### src/rtl/sckst_pkg.sv
// ----------------------------------------------------------------------------
// sckst_pkg
// Shared types and constants for the scan code key state tracker.
// ----------------------------------------------------------------------------
package sckst_pkg;

  // Table geometry
  localparam int unsigned KeyTableDepth = 256;
  localparam int unsigned KeyIdxW       = $clog2(KeyTableDepth);
  localparam int unsigned CodeW         = 8;

  // Scan code constants
  localparam logic [CodeW-1:0] PrefixCode = 8'hE0;
  localparam int unsigned      ReleaseBit = CodeW - 1;

  // Command codes
  typedef enum logic [1:0] {
    CmdScan  = 2'd0,
    CmdQuery = 2'd1,
    CmdClear = 2'd2
  } cmd_e;

  // Input transaction payload
  typedef struct packed {
    logic [1:0]         cmd;
    logic [CodeW-1:0]   scan_code;
    logic [KeyIdxW-1:0] key_index;
  } in_item_t;

  // Result transaction payload
  typedef struct packed {
    logic accepted;
    logic key_hit;
    logic key_pressed;
    logic key_released;
  } out_item_t;

endpackage

### src/rtl/scan_code_key_state_tracker_top.sv
// ----------------------------------------------------------------------------
// scan_code_key_state_tracker_top
// Filters set-1 scan codes and keeps hit, pressed and released flags per key.
//
//   Channel | Direction | Handshake               | Payload
//   in      | input     | in_valid_i / in_ready_o | sckst_pkg::in_item_t
//   out     | output    | out_valid_o/out_ready_i | sckst_pkg::out_item_t
//
// One transaction per cycle while the output is not stalled; an accepted input
// is held in the input register, and its result then in the result register.
// All table and filter updates happen in the single pass out of the input
// register, so back-to-back transactions see each other's effects in order.
// Reset clears the filter state and all 256 key entries at once.
// A stalled output freezes the input register; in_ready_o drops only when
// both registers are full and the result is not being taken.
// ----------------------------------------------------------------------------
module scan_code_key_state_tracker_top (
  input  logic                 clk_i,
  input  logic                 rst_ni,
  input  logic                 in_valid_i,
  output logic                 in_ready_o,
  input  sckst_pkg::in_item_t  in_item_i,
  output logic                 out_valid_o,
  input  logic                 out_ready_i,
  output sckst_pkg::out_item_t out_item_o
);

  localparam int unsigned Depth = sckst_pkg::KeyTableDepth;
  localparam int unsigned IdxW  = sckst_pkg::KeyIdxW;
  localparam int unsigned CodeW = sckst_pkg::CodeW;

  // Input register
  logic                s1_valid_q;
  sckst_pkg::in_item_t s1_item_q;
  logic                s1_advance;

  // Result register
  logic                 out_valid_q;
  sckst_pkg::out_item_t out_item_q, out_item_d;

  // Filter state
  logic [CodeW-1:0] last_code_q, last_code_d;
  logic [CodeW-1:0] pf_code_q, pf_code_d;
  logic [CodeW-1:0] pf_last_q, pf_last_d;
  logic             ext_pending_q, ext_pending_d;

  // Key flag table, one bit per entry per flag
  logic [Depth-1:0] hit_q, hit_d;
  logic [Depth-1:0] pressed_q, pressed_d;
  logic [Depth-1:0] released_q, released_d;

  logic             do_update;
  logic [IdxW-1:0]  slot;
  logic [IdxW-1:0]  qidx;
  logic [CodeW-1:0] code;
  logic             pass;

  // Advance the pipe when the result register is free or being drained
  assign s1_advance = !out_valid_q || out_ready_i;
  assign in_ready_o = !s1_valid_q || s1_advance;
  assign do_update  = s1_valid_q && s1_advance;

  // Capture the input transaction
  always_ff @(posedge clk_i or negedge rst_ni) begin
    if (!rst_ni) begin
      s1_valid_q <= 1'b0;
    end else if (in_ready_o) begin
      s1_valid_q <= in_valid_i;
    end
  end

  always_ff @(posedge clk_i) begin
    if (in_valid_i && in_ready_o) begin
      s1_item_q <= in_item_i;
    end
  end

  assign code = s1_item_q.scan_code;
  assign qidx = s1_item_q.key_index;
  assign slot = {ext_pending_q, code[CodeW-2:0]};

  // Evaluate the filter, update the table, build the result
  always_comb begin
    last_code_d   = last_code_q;
    pf_code_d     = pf_code_q;
    pf_last_d     = pf_last_q;
    ext_pending_d = ext_pending_q;
    hit_d         = hit_q;
    pressed_d     = pressed_q;
    released_d    = released_q;
    out_item_d    = '0;
    pass          = 1'b0;

    case (sckst_pkg::cmd_e'(s1_item_q.cmd))
      sckst_pkg::CmdScan: begin
        if (last_code_q == sckst_pkg::PrefixCode) begin
          pf_code_d = code;
        end else if (code != sckst_pkg::PrefixCode) begin
          pf_code_d = '0;
        end
        pass = (code != last_code_q) &&
               ((pf_code_d != pf_last_q) || (pf_last_q == '0));
        last_code_d = code;
        pf_last_d   = pf_code_d;
        out_item_d.accepted = pass;
        if (pass) begin
          if (code == sckst_pkg::PrefixCode) begin
            ext_pending_d = 1'b1;
          end else begin
            if (code[sckst_pkg::ReleaseBit]) begin
              pressed_d[slot]  = 1'b0;
              released_d[slot] = 1'b1;
            end else begin
              hit_d[slot]     = 1'b1;
              pressed_d[slot] = 1'b1;
            end
            ext_pending_d = 1'b0;
          end
        end
      end
      sckst_pkg::CmdQuery: begin
        out_item_d.key_hit      = hit_q[qidx];
        out_item_d.key_pressed  = pressed_q[qidx];
        out_item_d.key_released = released_q[qidx];
      end
      sckst_pkg::CmdClear: begin
        hit_d      = '0;
        released_d = '0;
      end
      default: begin
        out_item_d = '0;
      end
    endcase
  end

  // Commit state for each transaction leaving the input register
  always_ff @(posedge clk_i or negedge rst_ni) begin
    if (!rst_ni) begin
      last_code_q   <= '0;
      pf_code_q     <= '0;
      pf_last_q     <= '0;
      ext_pending_q <= 1'b0;
      hit_q         <= '0;
      pressed_q     <= '0;
      released_q    <= '0;
    end else if (do_update) begin
      last_code_q   <= last_code_d;
      pf_code_q     <= pf_code_d;
      pf_last_q     <= pf_last_d;
      ext_pending_q <= ext_pending_d;
      hit_q         <= hit_d;
      pressed_q     <= pressed_d;
      released_q    <= released_d;
    end
  end

  // Hold the result until taken
  always_ff @(posedge clk_i or negedge rst_ni) begin
    if (!rst_ni) begin
      out_valid_q <= 1'b0;
    end else if (s1_advance) begin
      out_valid_q <= s1_valid_q;
    end
  end

  always_ff @(posedge clk_i) begin
    if (do_update) begin
      out_item_q <= out_item_d;
    end
  end

  assign out_valid_o = out_valid_q;
  assign out_item_o  = out_item_q;

endmodule

### config.mk
export PLATFORM = sky130hd
export DESIGN_NAME = scan_code_key_state_tracker_top
export DESIGN_NICKNAME = d
export VERILOG_FILES = /design/src/rtl/sckst_pkg.sv /design/src/rtl/scan_code_key_state_tracker_top.sv
export SDC_FILE = /design/constraint.sdc
export NUM_CORES = 2
export LEC_CHECK = 0
export ABC_AREA = 0
export BUFFER_PORTS_ARGS = -buffer_cell sky130_fd_sc_hd__clkbuf_2
export CORE_AREA = 2 2 301 303
export CTS_CLUSTER_DIAMETER = 150
export DETAILED_ROUTE_END_ITERATION = 7
export DIE_AREA = 0 0 303 305
export GPL_TIMING_DRIVEN = 0
export SETUP_SLACK_MARGIN = 0.02
export SYNTH_ARGS = -nofsm -noshare
export SYNTH_HDL_FRONTEND = slang
export SYNTH_SLANG_ARGS = --single-unit
### constraint.sdc
create_clock -name clk_i -period 6.26 [get_ports clk_i]
set_input_delay 0.313 -clock clk_i [delete_from_list [all_inputs] [get_ports clk_i]]
set_output_delay 0.313 -clock clk_i [all_outputs]
set_load 0.02 [all_outputs]
# Word level (Yosys, flattened, before mapping)
# Index checks and enable logic that the tools add are counted.
# word_totals
wordCells	73
reg_bits	809
output_inout_bits	6
in_bits	22
# op_classes
n_bitwise	6
eq_ne	11
order_cmp	3
n_mux	21
reduce_logical	17
# op_table
cell	count
$mux 256	7
$pmux 256 s2	2
$or 256x256->256	3
$and 256x256->256	1
$not 256->256	1
$bmux 1 s8	3
$mux 8	3
$lt 8x9->1 const B	2
$eq 8x8->1 const B	2
$ne 8x8->1	2
$reduce_and 5->1	2
$demux 1 s8	1
$ge 8x1->1 const B	1
$logic_not 8->1	1
$ne 2x2->1 const B	4
$ne 8x8->1 const B	1
$mux 1	5
$logic_and 1x1->1	4
$reduce_and 4->1	1
$logic_or 1x1->1	3
$reduce_and 3->1	1
$eq 2x1->1 const B	1
$eq 2x2->1 const B	1
$logic_not 1->1	2
4 further kinds	4

# Logic depth before layout (Yosys ltp)
# logic_depth
ltp_word	9
mapped_depth	11
mapped_depth_nobuf	6

# Worst setup path before layout
# OpenSTA, ideal clock, no wires.
# synth_timing
kind	register to register
from	register s1_item_q, in the netlist qidx[0]
to	register out_item_q, in the netlist out_item_o[2], data pin
stages_incl_launch_ff	9
period_less_slack_ns	2.473
t_arrival_ns	2.196
required_time_ns	5.983
n_path_buf	3
path_slack_ns	3.787
cell_sequence	edfxtp_1 -> buf_4 -> buf_4 -> buf_2 -> mux4_2 -> o22ai_1 -> nor2_1 -> a2111oi_0 -> o32ai_1
# synth_between
elab_chain_len	2
# synth_rtl
element	line_no	text
from (decl)	scan_code_key_state_tracker_top.sv:34	sckst_pkg::in_item_t s1_item_q;
from (signal assigned)	scan_code_key_state_tracker_top.sv:74	s1_item_q <= in_item_i;
$bmux 1 s8	scan_code_key_state_tracker_top.sv:122	out_item_d.key_hit = hit_q[qidx];
$mux 1 (not written as such)	scan_code_key_state_tracker_top.sv:122	
to (signal assigned)	scan_code_key_state_tracker_top.sv:168	out_item_q <= out_item_d;
to (decl)	scan_code_key_state_tracker_top.sv:39	sckst_pkg::out_item_t out_item_q, out_item_d;
# Every way passes these cells. The select of a mux whose other input is x is not followed.
# A chain may end at the register's enable or synchronous reset.

# Worst setup path after layout
# layout_timing
from	register s1_item_q, in the netlist qidx[1]
to	register out_item_q, in the netlist out_item_o[1], data pin
# layout_between
elab_chain_len	2
# layout_rtl
element	line_no	text
$bmux 1 s8	scan_code_key_state_tracker_top.sv:123	out_item_d.key_pressed = pressed_q[qidx];
$mux 1 (not written as such)	scan_code_key_state_tracker_top.sv:123	
# Every way passes these cells. The select of a mux whose other input is x is not followed.

==> impl_metrics.py <==
metrics = {
    "pwr": {
        "power.total_w": 0.0119,
        "peakVddDrop_mv": 0.271,
        "leakage_nw": 20.4,
        "p_per_area_nw_per_um2": 264,
    },
    "placed_design": {
        "dpl.hpwl_mm": 105,
        "place_ws_ns": 1.74,
        "routabilityCongestion": 0.980,
        "io_buffer_count": 27,
    },
    "timing": {
        "hold_viol_final": 0,
        "fin_tns_setup_ns": 0,
        "setup_viol": 0,
        "final.setup.worst_slack_ns": 1.35,
        "slew-limit-headroom": -0.0456,
        "finClkSkew_ns": 0.0265,
        "fin_crit_sh": 0.784,
        "rsz0062_at_grt": "no",
        "timing.fmax_mhz": 204,
        "slew_viol_final": 77,
        "finalCriticalPeriod_ns": 4.91,
        "worstMarginPinSlew_ns": 1.57,
    },
    "setup_path": {
        "end_kind": "register",
        "cp_data_arrival_time_ns": 5.31,
        "worstSetupPathType": "register to register",
        "required_ns": 6.66,
        "cp_max_fo": 10,
        "reg2reg_depth": 10,
        "worstSetupStartpointType": "register",
    },
    "logic_synthesis": {
        "synthFlopType": "dfrtp_1",
        "yosys_warnings": 0,
        "ys_ff_latch": 809,
        "synth_fp_nets": 4061,
        "synth-edff-count": 22,
        "syn-cell-area_um2": 39800,
        "synth_seq_area_share": 0.511,
        "synthCells": 4039,
        "avgSynthCellArea_um2": 9.86,
        "async_flop_share": 0.973,
        "synth_cell_type_count": 59,
    },
    "grt": {
        "grt_max_degree": 111,
        "gr-total-overflow": 0,
        "grt_pass1_vias": 32371,
        "grt_pass1_wl_mm": 221,
        "grt_use_total": 0.332,
        "antenna_found_initial": 5,
    },
    "final_layout": {
        "multi_input_area_um2": 17100,
        "fillers": 8311,
        "layout-drive-gt1-share": 0.109,
        "syn2layout_area_growth_pct": 13.2,
        "regArea_um2": 20400,
        "layout_commonest_cell": "nand2_1",
        "finalNetCount": 4219,
        "final_cell_mix": "nand2_1 (792), dfrtp_1 (787), o21ai_0 (673)",
    },
    "route": {
        "dr.pass1.iters": 8,
        "met1Wirelength_mm": 61.0,
        "vias": 33026,
        "wl_per_cell_um": 27.9,
        "drcViolationCount": 0,
        "drt_iter0_markers": 4179,
        "met2WireLength_mm": 65.0,
        "routed_wl_mm": 152,
        "avgViaCountPerCell": 6.06,
        "highest_layer": "met5",
        "ant_nets": 0,
        "dr_wl_met3_mm": 16.0,
    },
    "status": {
        "outcome": "finished, violations left",
        "violations": "capacitance limit, slew limit",
    },
    "clock_tree": {
        "postCtsSetupRepairBufs": 0,
        "cts-root-buf": "clkbuf_16",
        "clk_path_buf_depth": 3,
        "clk_pin_slew_worst_paths_ns": 0.06,
        "cts_tree": "built",
        "cts_max_level": 3,
        "cts_num_sinks": 809,
        "cts.hold.buffers_added": 22,
        "worstSkewPairLatency_ns": 0.69,
        "cts_buffers": 90,
        "ctsResizeCount": 0,
    },
    "floorplanning": {
        "start_util": 0.446,
        "die_y_um": 305,
        "dieWidth_um": 303,
        "core-area_um2": 89300,
        "boundaryPins": 28,
        "dieArea_um2": 92400,
        "rows": 110,
    },
    "worst_hold_path": {
        "hold_path.class": "primary input to asynchronous set/reset pin",
    },
    "flow_run": {
        "drv_cap": 8,
    },
}
[worst paths after layout]
path                                         from                           to  slack, ns
max reg2reg                     qidx[1]$_DFFE_PP_  out_item_o[1]$_SDFFCE_PP0P_       1.35
min in group clk_i                  in_item_i[14]            code[6]$_DFFE_PP_       0.34
max in group asynchronous                  rst_ni     pf_last_q[1]$_DFFE_PN0P_       3.97
max                             qidx[1]$_DFFE_PP_  out_item_o[1]$_SDFFCE_PP0P_       1.35
min                                        rst_ni   asynchronous set/reset pin       0.20
min reg2reg                hit_q[203]$_DFFE_PN0P_       hit_q[203]$_DFFE_PN0P_       0.47
[metal layers]
layer,vias to the layer above,track usage
met2,1714,0.472
met3,454,0.0951
met5,-,0
li1,14203,-
met4,7,0.192
met1,16648,0.452
[kinds of logic after synthesis]
kind of cell	after synthesis	share of synthesized area
xor+xnor	8	0.00176
compound gates	959	0.134
buf+inv	585	0.0616
simple gates	1189	0.119
mux	489	0.173
flops	809	0.511
[cells in the mapped netlist (all sizes together) (11+ instances only)]
| master | n | share of area |
|---|---|---|
| edfxtp | 22 | 0.017 |
| a21oi | 17 | 0.0021 |
| nor2 | 296 | 0.028 |
| nor3 | 23 | 0.0029 |
| nand2 | 792 | 0.075 |
| o21ai | 775 | 0.097 |
| mux2 | 15 | 0.0042 |
| clkbuf | 266 | 0.025 |
| inv | 238 | 0.022 |
| a22o | 15 | 0.0033 |
| mux2i | 317 | 0.080 |
| a22oi | 14 | 0.0026 |
| o221ai | 40 | 0.0088 |
| mux4 | 157 | 0.089 |
| nor2b | 13 | 0.0020 |
| nand4 | 11 | 0.0017 |
| o2bb2ai | 22 | 0.0048 |
| buf | 80 | 0.014 |
| nand2b | 12 | 0.0019 |
| o22ai | 19 | 0.0030 |
| a211oi | 13 | 0.0024 |
| nand3 | 11 | 0.0014 |
| dfrtp | 787 | 0.49 |
[through the flow]
| step | instances | cell area, um2 | hold WS [ns] | utilization |
|---|---|---|---|---|
| 3_5_place_dp | 5258 | 41800 | 0.370 | 0.468 |
| 5_1_grt | 5445 | 45100 | 0.277 | 0.505 |
| 6_report | 5451 | 45100 | 0.199 | 0.505 |
| 4_1_cts | 5444 | 45000 | 0.226 | 0.504 |
| 2_1_floorplan | 4039 | 39800 | 0.0174 | - |
| 3_3_place_gp | 5242 | 41400 | 0.455 | 0.464 |
[power breakdown]
part           leakage, nW  switching [W]  internal (W)
registers             9.98      0.0000526       0.00532
logic                 8.98       0.000827      0.000264
clock network         1.47        0.00232       0.00313
[worst max-delay path: stages (launching register included)]
cell      delay, ns
edfxtp_1       0.32
buf_2          0.32
nand2b_1       0.27
clkbuf_1       0.28
clkbuf_1       0.82
clkbuf_1       1.13
o221ai_1       0.45
a21oi_1        0.26
nor2_1         0.11
a211oi_1       0.53
o32ai_1        0.14
[final cells by class]
class | count | area share
well taps | 1176 | 0.0326
clock buffers | 128 | 0.0583
inverters | 239 | 0.0199
clock inverters | 36 | 0.00785
multi-input cells | 2645 | 0.378
plain buffers | 346 | 0.0349
diodes | 6 | 0.000333
flip-flops and latches | 809 | 0.451
repair buffers | 66 | 0.0162
Power figures use the tool's default switching activity.
